$ cat config.mk
export PLATFORM = sky130hd
export DESIGN_NAME = word_replace_filter_core_flat
export DESIGN_NICKNAME = d
export VERILOG_FILES = /design/src/hw/rtl/wrf_pkg.sv /design/src/hw/rtl/wrf_if.sv /design/src/hw/rtl/wrf_front.sv /design/src/hw/rtl/wrf_queue.sv /design/src/hw/rtl/wrf_back.sv /design/src/hw/rtl/word_replace_filter_core.sv /design/src/flat_wrapper.sv
export SDC_FILE = /design/constraint.sdc
export NUM_CORES = 1
export LEC_CHECK = 0
export ABC_CLOCK_PERIOD_IN_PS = 6250
export BUFFER_PORTS_ARGS = -buffer_cell sky130_fd_sc_hd__clkbuf_2
export CAP_MARGIN = 0
export CORE_UTILIZATION = 25
export CTS_BUF_LIST = sky130_fd_sc_hd__clkbuf_4
export DETAILED_ROUTE_END_ITERATION = 10
export PLACE_DENSITY_LB_ADDON = 0.25
export SYNTH_ARGS = -nofsm -noshare
export SYNTH_HDL_FRONTEND = slang
export SYNTH_SLANG_ARGS = --single-unit
export TNS_END_PERCENT = 20
$ cat constraint.sdc
create_clock -name clk -period 6.25 [get_ports clk]
set_clock_uncertainty 0.1 [all_clocks]
set_input_delay 1.25 -clock clk [delete_from_list [all_inputs] [get_ports clk]]
set_output_delay 1.25 -clock clk [all_outputs]
set_load 0.05 [all_outputs]
$ cat src/hw/rtl/wrf_pkg.sv
// Shared types and constants for the whole-word find and replace filter.
// Used by the interfaces' users, front, queue, back sequencer and top level.
// No dependencies.
package wrf_pkg;

  localparam int WORD_MAX = 8;                      // longest buffered word
  localparam int IDX_W    = $clog2(WORD_MAX);
  localparam int CNT_W    = $clog2(WORD_MAX + 1);
  localparam int BODY_W   = 8 * WORD_MAX;
  localparam int RUN_W    = $clog2(WORD_MAX + 4);   // results per command, plus one

  localparam int Q_DEPTH  = 2;
  localparam int Q_PTR_W  = $clog2(Q_DEPTH);
  localparam int Q_CNT_W  = $clog2(Q_DEPTH + 1);

  localparam int ADDR_W    = 6;
  localparam int REG_IDX_W = 3;
  localparam int DATA_W    = 64;

  localparam logic [REG_IDX_W-1:0] REG_TARGET_WORD   = 3'd0;
  localparam logic [REG_IDX_W-1:0] REG_TARGET_LENGTH = 3'd1;
  localparam logic [REG_IDX_W-1:0] REG_REPL_WORD     = 3'd2;
  localparam logic [REG_IDX_W-1:0] REG_REPL_LENGTH   = 3'd3;
  localparam logic [REG_IDX_W-1:0] REG_DELIMITER     = 3'd4;
  localparam logic [REG_IDX_W-1:0] REG_MATCH_CASE    = 3'd5;

  localparam logic [7:0] DELIMITER_RESET = 8'h20;

  typedef struct packed {
    logic [63:0] target_word;
    logic [3:0]  target_length;
    logic [63:0] replacement_word;
    logic [3:0]  replacement_length;
    logic [7:0]  delimiter;
    logic        match_case;
  } cfg_t;

  // One run of results: [delimiter] [body bytes] [tail byte] [end marker]
  typedef struct packed {
    logic              sep;
    logic [CNT_W-1:0]  body_len;
    logic [BODY_W-1:0] body;
    logic              tail;
    logic [7:0]        tail_byte;
    logic              eot;
  } cmd_t;

endpackage

$ cat src/hw/rtl/wrf_if.sv
// Valid/ready stream interfaces for the text input and the rewritten output.
// No dependencies.
interface wrf_in_if;
  logic       valid;
  logic       ready;
  logic [7:0] text_byte;
  logic       end_mark;

  modport source (output valid, output text_byte, output end_mark, input ready);
  modport sink   (input valid, input text_byte, input end_mark, output ready);
endinterface

interface wrf_out_if;
  logic       valid;
  logic       ready;
  logic [7:0] out_byte;
  logic       byte_valid;
  logic       end_of_text;
  logic       last_of_run;

  modport source (output valid, output out_byte, output byte_valid, output end_of_text,
                  output last_of_run, input ready);
  modport sink   (input valid, input out_byte, input byte_valid, input end_of_text,
                  input last_of_run, output ready);
endinterface

$ cat src/hw/rtl/wrf_front.sv
// Front end: accepts text bytes, buffers the current word, compares it with
// the target and issues result-run commands. Depends on wrf_pkg, wrf_if.
module wrf_front
  import wrf_pkg::*;
(
  input  logic       clk,
  input  logic       rst,
  input  cfg_t       cfg,
  wrf_in_if.sink     in_ch,
  input  logic       q_full,
  output logic       push,
  output cmd_t       cmd
);

  localparam logic [7:0] CHAR_UC_A = 8'h41;
  localparam logic [7:0] CHAR_UC_Z = 8'h5a;
  localparam logic [7:0] CASE_OFS  = 8'h20;

  function automatic logic [7:0] fold(input logic [7:0] c, input logic mc);
    if (!mc && c >= CHAR_UC_A && c <= CHAR_UC_Z) begin
      return c + CASE_OFS;
    end
    return c;
  endfunction

  logic [7:0]        word_store [WORD_MAX];
  logic [CNT_W-1:0]  word_count, word_count_next;
  logic              passing, passing_next;
  logic              any_out, any_out_next;
  logic              store_we;
  logic              accept;
  logic              bytes_eq;
  logic              match;
  logic [BODY_W-1:0] word_vec;
  logic [CNT_W-1:0]  repl_len;

  assign in_ch.ready = !q_full;
  assign accept      = in_ch.valid && !q_full;

  always_comb begin
    bytes_eq = 1'b1;
    for (int i = 0; i < WORD_MAX; i++) begin
      word_vec[8*i +: 8] = word_store[i];
      if (CNT_W'(i) < word_count &&
          fold(word_store[i], cfg.match_case) != fold(cfg.target_word[8*i +: 8],
                                                      cfg.match_case)) begin
        bytes_eq = 1'b0;
      end
    end
  end

  assign match = bytes_eq && (cfg.target_length != 4'd0) &&
                 (4'(word_count) == cfg.target_length);

  assign repl_len = (cfg.replacement_length > 4'(WORD_MAX)) ? CNT_W'(WORD_MAX)
                                                            : CNT_W'(cfg.replacement_length);

  always_comb begin
    cmd             = '0;
    push            = 1'b0;
    store_we        = 1'b0;
    word_count_next = word_count;
    passing_next    = passing;
    any_out_next    = any_out;
    if (accept) begin
      if (in_ch.end_mark || in_ch.text_byte == cfg.delimiter) begin
        // word end
        if (passing) begin
          passing_next = 1'b0;
        end else if (word_count != '0) begin
          cmd.sep         = any_out;
          cmd.body        = match ? cfg.replacement_word[BODY_W-1:0] : word_vec;
          cmd.body_len    = match ? repl_len : word_count;
          // empty replacement with no separator yields no results
          push            = cmd.sep || (cmd.body_len != '0);
          any_out_next    = 1'b1;
          word_count_next = '0;
        end
        if (in_ch.end_mark) begin
          cmd.eot         = 1'b1;
          push            = 1'b1;
          word_count_next = '0;
          passing_next    = 1'b0;
          any_out_next    = 1'b0;
        end
      end else if (passing) begin
        cmd.tail      = 1'b1;
        cmd.tail_byte = in_ch.text_byte;
        push          = 1'b1;
      end else if (word_count < CNT_W'(WORD_MAX)) begin
        store_we        = 1'b1;
        word_count_next = word_count + 1'b1;
      end else begin
        // overlong word: flush the buffer and stream the rest
        cmd.sep         = any_out;
        cmd.body        = word_vec;
        cmd.body_len    = word_count;
        cmd.tail        = 1'b1;
        cmd.tail_byte   = in_ch.text_byte;
        push            = 1'b1;
        word_count_next = '0;
        passing_next    = 1'b1;
        any_out_next    = 1'b1;
      end
    end
  end

  always_ff @(posedge clk) begin
    if (rst) begin
      word_count <= '0;
      passing    <= 1'b0;
      any_out    <= 1'b0;
    end else begin
      word_count <= word_count_next;
      passing    <= passing_next;
      any_out    <= any_out_next;
    end
  end

  always_ff @(posedge clk) begin
    if (store_we) begin
      word_store[word_count[IDX_W-1:0]] <= in_ch.text_byte;
    end
  end

endmodule

$ cat src/hw/rtl/wrf_queue.sv
// Short command queue between the front end and the back sequencer.
// Depends on wrf_pkg.
module wrf_queue
  import wrf_pkg::*;
(
  input  logic clk,
  input  logic rst,
  input  logic push,
  input  cmd_t push_cmd,
  output logic full,
  output logic head_valid,
  output cmd_t head,
  input  logic pop
);

  cmd_t               entries [Q_DEPTH];
  logic [Q_PTR_W-1:0] wr_ptr;
  logic [Q_PTR_W-1:0] rd_ptr;
  logic [Q_CNT_W-1:0] fill;
  logic               do_push;
  logic               do_pop;

  assign full       = (fill == Q_CNT_W'(Q_DEPTH));
  assign head_valid = (fill != '0);
  assign head       = entries[rd_ptr];
  assign do_push    = push && !full;
  assign do_pop     = pop && head_valid;

  always_ff @(posedge clk) begin
    if (rst) begin
      wr_ptr <= '0;
      rd_ptr <= '0;
      fill   <= '0;
    end else begin
      if (do_push) begin
        wr_ptr <= (wr_ptr == Q_PTR_W'(Q_DEPTH - 1)) ? '0 : wr_ptr + 1'b1;
      end
      if (do_pop) begin
        rd_ptr <= (rd_ptr == Q_PTR_W'(Q_DEPTH - 1)) ? '0 : rd_ptr + 1'b1;
      end
      fill <= fill + Q_CNT_W'(do_push) - Q_CNT_W'(do_pop);
    end
  end

  always_ff @(posedge clk) begin
    if (do_push) begin
      entries[wr_ptr] <= push_cmd;
    end
  end

endmodule

$ cat src/hw/rtl/wrf_back.sv
// Back sequencer: expands each command into its run of result words, one
// per cycle while the output is not stalled, into the output register. Depends on wrf_pkg, wrf_if.
module wrf_back
  import wrf_pkg::*;
(
  input  logic       clk,
  input  logic       rst,
  input  cfg_t       cfg,
  input  logic       head_valid,
  input  cmd_t       head,
  output logic       pop,
  wrf_out_if.source  out_ch
);

  logic             busy;
  cmd_t             cur;
  logic [RUN_W-1:0] step;
  logic [RUN_W-1:0] total;
  logic [RUN_W-1:0] body_pos;
  logic [RUN_W-1:0] len_ext;
  logic             emit;
  logic             last;
  logic [7:0]       r_byte;
  logic             r_valid;
  logic             r_eot;

  logic             out_valid;
  logic [7:0]       out_byte;
  logic             byte_valid;
  logic             end_of_text;
  logic             last_of_run;

  assign len_ext  = RUN_W'(cur.body_len);
  assign total    = RUN_W'(cur.sep) + len_ext + RUN_W'(cur.tail) + RUN_W'(cur.eot);
  assign body_pos = step - RUN_W'(cur.sep);
  assign last     = (step == total - 1'b1);
  assign emit     = busy && (!out_valid || out_ch.ready);
  assign pop      = !busy && head_valid;

  always_comb begin
    r_byte  = 8'h00;
    r_valid = 1'b1;
    r_eot   = 1'b0;
    if (cur.sep && step == '0) begin
      r_byte = cfg.delimiter;
    end else if (body_pos < len_ext) begin
      r_byte = cur.body[{body_pos[IDX_W-1:0], 3'b000} +: 8];
    end else if (cur.tail && body_pos == len_ext) begin
      r_byte = cur.tail_byte;
    end else begin
      r_valid = 1'b0;
      r_eot   = 1'b1;
    end
  end

  always_ff @(posedge clk) begin
    if (rst) begin
      busy      <= 1'b0;
      out_valid <= 1'b0;
    end else begin
      if (pop) begin
        busy <= 1'b1;
      end else if (emit && last) begin
        busy <= 1'b0;
      end
      if (emit) begin
        out_valid <= 1'b1;
      end else if (out_ch.ready) begin
        out_valid <= 1'b0;
      end
    end
  end

  always_ff @(posedge clk) begin
    if (pop) begin
      cur  <= head;
      step <= '0;
    end else if (emit) begin
      step <= step + 1'b1;
    end
    if (emit) begin
      out_byte    <= r_byte;
      byte_valid  <= r_valid;
      end_of_text <= r_eot;
      last_of_run <= last;
    end
  end

  assign out_ch.valid       = out_valid;
  assign out_ch.out_byte    = out_byte;
  assign out_ch.byte_valid  = byte_valid;
  assign out_ch.end_of_text = end_of_text;
  assign out_ch.last_of_run = last_of_run;

endmodule

$ cat src/hw/rtl/word_replace_filter_core.sv
// Whole-word find and replace over a byte stream. The front end takes one text
// byte per cycle while its two-entry command queue has room; a buffered byte
// produces nothing. At a word end, an overlong word, a pass-through byte or the
// end mark, the back sequencer emits the run of results (up to ten) at one per
// cycle while the output is not stalled, and loads the next run only once the
// current one is done; its single output register sets the sustained rate.
// Registers sit at byte address 8*i on a 64-bit APB-style port; the user must
// write them only while the stream is idle, which the block does not enforce.
// Depends on wrf_pkg, wrf_if, wrf_front, wrf_queue, wrf_back.
module word_replace_filter_core
  import wrf_pkg::*;
(
  input  logic              clk,
  input  logic              rst,
  wrf_in_if.sink            in_ch,
  wrf_out_if.source         out_ch,
  input  logic              psel,
  input  logic              penable,
  input  logic              pwrite,
  input  logic [ADDR_W-1:0] paddr,
  input  logic [DATA_W-1:0] pwdata,
  output logic [DATA_W-1:0] prdata,
  output logic              pready
);

  logic [63:0]          target_word;
  logic [3:0]           target_length;
  logic [63:0]          replacement_word;
  logic [3:0]           replacement_length;
  logic [7:0]           delimiter;
  logic                 match_case;
  logic [REG_IDX_W-1:0] reg_idx;
  logic                 wr_en;
  cfg_t                 cfg;

  logic                 push;
  cmd_t                 push_cmd;
  logic                 q_full;
  logic                 head_valid;
  cmd_t                 head;
  logic                 pop;

  assign pready  = 1'b1;
  assign reg_idx = paddr[ADDR_W-1:ADDR_W-REG_IDX_W];
  assign wr_en   = psel && penable && pwrite;

  always_ff @(posedge clk) begin
    if (rst) begin
      target_word        <= '0;
      target_length      <= '0;
      replacement_word   <= '0;
      replacement_length <= '0;
      delimiter          <= DELIMITER_RESET;
      match_case         <= 1'b1;
    end else if (wr_en) begin
      unique case (reg_idx)
        REG_TARGET_WORD:   target_word        <= pwdata;
        REG_TARGET_LENGTH: target_length      <= pwdata[3:0];
        REG_REPL_WORD:     replacement_word   <= pwdata;
        REG_REPL_LENGTH:   replacement_length <= pwdata[3:0];
        REG_DELIMITER:     delimiter          <= pwdata[7:0];
        REG_MATCH_CASE:    match_case         <= pwdata[0];
        default: ;
      endcase
    end
  end

  always_comb begin
    unique case (reg_idx)
      REG_TARGET_WORD:   prdata = target_word;
      REG_TARGET_LENGTH: prdata = DATA_W'(target_length);
      REG_REPL_WORD:     prdata = replacement_word;
      REG_REPL_LENGTH:   prdata = DATA_W'(replacement_length);
      REG_DELIMITER:     prdata = DATA_W'(delimiter);
      REG_MATCH_CASE:    prdata = DATA_W'(match_case);
      default:           prdata = '0;
    endcase
  end

  assign cfg.target_word        = target_word;
  assign cfg.target_length      = target_length;
  assign cfg.replacement_word   = replacement_word;
  assign cfg.replacement_length = replacement_length;
  assign cfg.delimiter          = delimiter;
  assign cfg.match_case         = match_case;

  wrf_front u_front (
    .clk    (clk),
    .rst    (rst),
    .cfg    (cfg),
    .in_ch  (in_ch),
    .q_full (q_full),
    .push   (push),
    .cmd    (push_cmd)
  );

  wrf_queue u_queue (
    .clk        (clk),
    .rst        (rst),
    .push       (push),
    .push_cmd   (push_cmd),
    .full       (q_full),
    .head_valid (head_valid),
    .head       (head),
    .pop        (pop)
  );

  wrf_back u_back (
    .clk        (clk),
    .rst        (rst),
    .cfg        (cfg),
    .head_valid (head_valid),
    .head       (head),
    .pop        (pop),
    .out_ch     (out_ch)
  );

endmodule

$ cat src/flat_wrapper.sv
// flat-port wrapper written by rule: the top's interface ports become plain ports
module word_replace_filter_core_flat import wrf_pkg::*;
  (clk, rst, psel, penable, pwrite, paddr, pwdata, prdata, pready, in_ch_valid, in_ch_text_byte, in_ch_end_mark, in_ch_ready, out_ch_valid, out_ch_out_byte, out_ch_byte_valid, out_ch_end_of_text, out_ch_last_of_run, out_ch_ready);
  wrf_in_if in_ch_i ();
  wrf_out_if out_ch_i ();
  input  logic clk;
  input  logic rst;
  input  logic psel;
  input  logic penable;
  input  logic pwrite;
  input  logic [ADDR_W-1:0] paddr;
  input  logic [DATA_W-1:0] pwdata;
  output logic [DATA_W-1:0] prdata;
  output logic pready;
  input wire logic [$bits(in_ch_i.valid)-1:0] in_ch_valid;
  input wire logic [$bits(in_ch_i.text_byte)-1:0] in_ch_text_byte;
  input wire logic [$bits(in_ch_i.end_mark)-1:0] in_ch_end_mark;
  output wire logic [$bits(in_ch_i.ready)-1:0] in_ch_ready;
  output wire logic [$bits(out_ch_i.valid)-1:0] out_ch_valid;
  output wire logic [$bits(out_ch_i.out_byte)-1:0] out_ch_out_byte;
  output wire logic [$bits(out_ch_i.byte_valid)-1:0] out_ch_byte_valid;
  output wire logic [$bits(out_ch_i.end_of_text)-1:0] out_ch_end_of_text;
  output wire logic [$bits(out_ch_i.last_of_run)-1:0] out_ch_last_of_run;
  input wire logic [$bits(out_ch_i.ready)-1:0] out_ch_ready;
  assign in_ch_i.valid = in_ch_valid;
  assign in_ch_i.text_byte = in_ch_text_byte;
  assign in_ch_i.end_mark = in_ch_end_mark;
  assign in_ch_ready = in_ch_i.ready;
  assign out_ch_valid = out_ch_i.valid;
  assign out_ch_out_byte = out_ch_i.out_byte;
  assign out_ch_byte_valid = out_ch_i.byte_valid;
  assign out_ch_end_of_text = out_ch_i.end_of_text;
  assign out_ch_last_of_run = out_ch_i.last_of_run;
  assign out_ch_i.ready = out_ch_ready;
  word_replace_filter_core u_core (.clk(clk), .rst(rst), .in_ch(in_ch_i), .out_ch(out_ch_i), .psel(psel), .penable(penable), .pwrite(pwrite), .paddr(paddr), .pwdata(pwdata), .prdata(prdata), .pready(pready));
endmodule
# Yosys cells after proc, flatten, opt, wreduce, memory -nomap -nowiden
# Memories as Yosys holds them, arrays and structs flattened. A register that Yosys moved wholly into a read port is not among the register bits.
# Index checks and enable logic that the tools add are counted.
# op_classes
magnitude_cmp	43
n_addsub	27
eq_ne	22
muxes	109
n_reduce_logical	76
n_shift	1
# ops
cell	n
64-bit one-hot mux with 6 select lines	1
8-bit 2-to-1 mux	35
69-bit 2-to-1 mux	4
8-bit by 6-bit adder with 8-bit output, second input constant	16
8-bit by 7-bit >= comparator with 1-bit output, second input constant	16
8-bit by 7-bit less-or-equal comparator with 1-bit output, second input constant	16
79-bit 2-to-1 mux	1
78-bit 2-to-1 mux	1
64-bit 2-to-1 mux	1
8-bit inequality test	8
64-bit by 7-bit variable part select with 8-bit output	1
1-bit 2-to-1 mux	56
1-bit logical AND	52
4-bit 2-to-1 mux	8
9-bit 2-to-1 mux	2
3-bit by 4-bit less-than comparator with 1-bit output, first input constant	4
4-bit == test	3
2-bit AND reduction	6
4-bit nonzero test	3
4-bit by 1-bit adder with 4-bit output	2
4-bit by 1-bit adder with 4-bit output, second input constant	2
8-bit == test	1
1-bit by 4-bit less-than comparator with 1-bit output, first input constant	2
2-bit by 4-bit less-than comparator with 1-bit output, first input constant	2
24 further kinds	35
# word_totals
out_inout_bits	78
input_bits	86
register_bits	172
memories	2
ram_bits	222
# mem_list
memory	depth	width	read_ports	rd_clocked_by_memory_dff	write_ports	line_no	source
u_core.u_queue.entries	2	79	1	1	1	wrf_queue.sv:16	cmd_t entries [Q_DEPTH];
u_core.u_front.word_store	8	8	8	0	1	wrf_front.sv:26	logic [7:0] word_store [WORD_MAX];

# Depth between registers and ports, before layout
# An unclocked memory read counts as a cell.
# depth
ltp_word	29
mapped_depth	18
ltp_nobuf	17

# Hierarchy
# Synthesis repeated with hierarchy kept, for this count alone.
# unflattened
hier_cells	2000
hier_area_um2	23244.8
# modules_own_cells
module	seq_area_each_um2	cells_each	n_inst	area_each_um2
word_replace_filter_core	2902.8	763	1	6726.5
wrf_front	2042.0	741	1	6505.0
wrf_queue	4844.6	273	1	5970.7
wrf_back	2822.7	223	1	4042.6

# Worst setup path after synthesis
# No wires, ideal clock.
# synth_timing
path_kind	register -> register
startpoint	mem u_core.u_front.word_store[0][4]
endpoint	mem u_core.u_queue.entries[1][0] (netlist bit) (enable)
path_slack_ns	-0.669
arrival_ns	6.276
path_stages_with_launch	11
setup_ns	0.543
required_ns	5.607
synth_period_minus_slack_ns	6.919
path_cell_list	edfxtp_1 > or4_1 > o22ai_1 > o21ai_0 > xor2_1 > nand3_1 > o22a_1 > nor3_1 > a31oi_1 > nor3b_1 > a21oi_1
# synth_lines
element	line_no
start, declared	wrf_front.sv:26
end, declared	wrf_queue.sv:16

==> summary.txt <==
Status
  • Status: complete, no violations

Route
  • Via count of the routed design: 16,416
  • Total routed wirelength: 68,500 µm
  • DR pass1 iterations: 5
  • Avg WL per Cell: 19.6 µm
  • Detail Route Antenna Nets: 0
  • Via density: 4.71
  • 1st-iter DRT viols: 1,296
  • DRC viols: 0

Final layout
  • Final Core Density: 0.299
  • Synth-to-Final Area Change: 17.7%
  • Fraction of layout cells with a size suffix above 1: 0.227
  • Nets@finish: 2,348
  • Post-route cell area: between 20,000 and 30,000 µm²

Min path
  • Hold Path Class: reg -> reg

Worst setup path
  • Cell breakdown of the critical path: or4_1 -> o21bai_2 -> nor2_1 -> or3_1 -> a41oi_1 -> o21ai_0 -> a22oi_1 -> a21oi_1 -> nor3b_1 -> buf_4 -> a21bo_2 -> ha_1 -> inv_1 -> ha_1 -> xor2_1 -> xnor2_1 -> nor2_1
  • R2R depth: 17
  • Worst Setup Start Kind: flop
  • Slowest CP cell: or4_1
  • CP Capture Type: flop
  • Critical Path Start: u_core.u_front.word_store[2][1]
  • Worst-path fanout max: 7
  • Setup CP Type: reg -> reg
  • Slowest stage delay, CP: 0.56 ns
  • Worst EP arrival: 5.71 ns
  • Worst r2r src: u_core.u_front.word_store[2][1]
  • Reg2reg end: u_core.u_queue.fill[1]
  • Crit path to: u_core.u_queue.fill[1]
  • Worst Path Required: ~7.0 ns
  • Setup slack, reg-to-reg: 1.24 ns

Timing
  • Setup Viol. Count Final: 0
  • Slew Viols, Final: 0
  • Setup TNS: 0 ns
  • RSZ-0062 raised after global routing: no
  • Hold Fails Final Rpt: 0
  • Highest Clock Rate: 0.200 GHz
  • Relative slew slack: 0.274
  • Final Critical Period: 5.01 ns
  • Worst-Margin Slew: 1.09 ns
  • Fin crit share: 0.801
  • WHS: 0.379 ns

Synthesis
  • Netlist cell types: 74
  • Top cell type's share of synthesized area: 0.423
  • Asr flop ratio synth: 0
  • Flops & latches, synth: 473
  • Post-synthesis cell area: 22,100 µm²
  • Syn avg cell area: 11.0 µm²
  • Cells after Synth: 2,011
  • Synth area leader: edfxtp_1
  • Syn nets: 2,131
  • Synth top area cells: edfxtp_1 42%, dfxtp_1 15%, nand2_1 5.5%, a21oi_1 4.4%, mux2_2 4.1%
  • Post-synth EDFFs: around 310
  • Post-synth top cells: 327 x nand2_1, 312 x edfxtp_1, 194 x a21oi_1
  • Seq/Total Area, Yosys: 0.568
  • Synth warnings: 0
  • Main synth FF type: edfxtp_1
  • Count leader, synth: nand2_1

CTS
  • Post-CTS Setup Inserts: 0
  • Clk_lat worst skew: between 0.9 and 1 ns
  • Clk slew on worst S/H paths: 0.06 ns
  • Root Buffer: clkbuf_4
  • Resized Gates After CTS: 0
  • # H-tree levels: 4
  • Clk sinks: 473
  • Hold_buf cts: 0
  • Num CTS Buffers: 133
  • Clock Tree Buf Depth: 3
  • CTS tree: done

GRT
  • Antenna violations before repair: 10
  • Vias in the first global route: 16,275
  • Overflow after GRT: 0
  • Largest net degree at the start of global routing: 68
  • GRT Overall Usage: 0.152
  • First-pass GRT wire length: 102,000 µm

Floorplanning
  • Die Wd: 300 µm
  • Core region area: 87,300 µm²
  • Std-Cell Rows: about 110
  • Chip Height: 300 µm
  • Die area: between 80,000 and 90,000 µm²
  • Io pins: ~160
  • Initial Util: 0.254

Power
  • Power share of the combinational group: 0.230
  • P_int: 6190 µW
  • Worst VDD drop: 0.250 mV
  • Clock Power Share: 0.328
  • Switching share of total power: 0.316
  • Pleak: around 0.0096 µW
  • PD cells: 347 nW/µm²
  • Sequential share of power: 0.443
  • Switch Pwr: 2860 µW

Run
  • Max cap viols: 0

Place
  • Routability cong.: 0.849
  • Detailed Place HPWL: 46,300 µm
  • Area after DPL: approximately 24,000 µm²
  • PortBufs: 159
[cells in the final DEF (no fill, tap or decap), types with 21 or more instances in the layout]
| cell type | instances |
|---|---|
| a21oi_1 | 192 |
| a22o_1 | 56 |
| a31oi_1 | 21 |
| and2_1 | 66 |
| buf_4 | 31 |
| clkbuf_2 | 158 |
| clkbuf_4 | 197 |
| clkinv_1 | 26 |
| dfxtp_1 | 159 |
| edfxtp_1 | 312 |
| ha_1 | 32 |
| inv_1 | 36 |
| mux2_2 | 81 |
| mux2i_1 | 91 |
| nand2_1 | 324 |
| nand3_1 | 28 |
| nor2_1 | 177 |
| nor3_1 | 31 |
| xnor2_1 | 57 |
| xor2_1 | 39 |
[critical path, delay by kind of cell (launching register included)]
family | cells | cell delay (ns)
AOI/OAI and AO/OA | 6 | 1.91
xor gates and xnor gates | 2 | 0.30
adders and majority gates | 2 | 0.39
buffers and inverters | 2 | 0.27
DFF | 1 | 0.43
and+or+nand+nor | 5 | 1.46
[through the flow]
stage | setup WS [ns] | power [µW] | instances
floorplan | -0.669 | 5420 | 2011
global placement | 1.42 | 6170 | 3248
detailed placement | 1.38 | 6160 | 3248
CTS | 1.37 | 9190 | 3486
global route | 1.04 | 9540 | 3488
finish | 1.24 | 9050 | 3488
[sequential cells by signal, indices dropped and copies added (netlist names), 2 cells and up]
signal and cells:
u_core.u_queue.entries 158, u_core.u_back.cur 75, u_core.replacement_word 64, u_core.target_word 64, u_core.u_front.word_store 64, u_core.delimiter 8
u_core.u_back.out_ch.out_byte 8, u_core.replacement_length 4, u_core.target_length 4, u_core.u_back.len_ext 4, u_core.u_back.step 4, u_core.u_front.word_count 4
u_core.u_queue.fill 2
[worst min-delay path by stage]
stage                             endpoint  cells after the start                   startpoint
2_1_floorplan   u_core.u_back.out_ch.valid                      2           u_core.u_back.busy
3_3_place_gp   u_core.replacement_word[25]                      2  u_core.replacement_word[25]
3_5_place_dp   u_core.replacement_word[25]                      2  u_core.replacement_word[25]
4_1_cts        u_core.replacement_word[28]                      3                   pwdata[28]
5_1_grt             u_core.target_word[25]                      3                   pwdata[25]
6_report       u_core.replacement_word[15]                      2  u_core.replacement_word[15]
[layout make-up]
cell class | count | area [µm²]
flip-flops and latches | 473 | 12600
well taps | 1155 | 1450
fillers | 9146 | 61200
diodes | 2 | 5.00
clock inverters | 41 | 300
inverters | 37 | 139
clock buffers | 197 | 1480
multi-input cells | 1391 | 9030
repair buffers | 192 | 1080
[layer usage]
layer,part of all wire,up-vias,track usage
li1,-,7752,-
met1,0.46,8040,0.206
met2,0.45,511,0.230
met3,0.063,103,0.0415
met4,0.024,10,0.0549
met5,0.00093,-,0
[logic make-up (layout without fill, tap and decap cells)]
group / Yosys count / in the layout / synth area share
adder cells (fa/ha/maj): 34 / 34 / 0.0199
buffers and inverters: 147 / 467 / 0.0270
flip-flops: 473 / 473 / 0.568
XOR/XNOR: 98 / 98 / 0.0400
multiplexers: 188 / 188 / 0.0986
AO/OA/AOI/OAI: 356 / 356 / 0.102
other: 1 / 3 / 0.000169
AND/OR/NAND/NOR: 714 / 714 / 0.144
[power by group through the flow]
stage | clock network [µW] | registers (µW) | logic [µW]
5_1_grt | 3250 | 4040 | 2250
3_3_place_gp | 0 | 4070 | 2100
2_1_floorplan | 0 | 4120 | 1300
4_1_cts | 3080 | 4010 | 2110
6_report | 2970 | 4010 | 2080
3_5_place_dp | 0 | 4070 | 2090
Note: power is estimated with default switching activity, not from simulation.
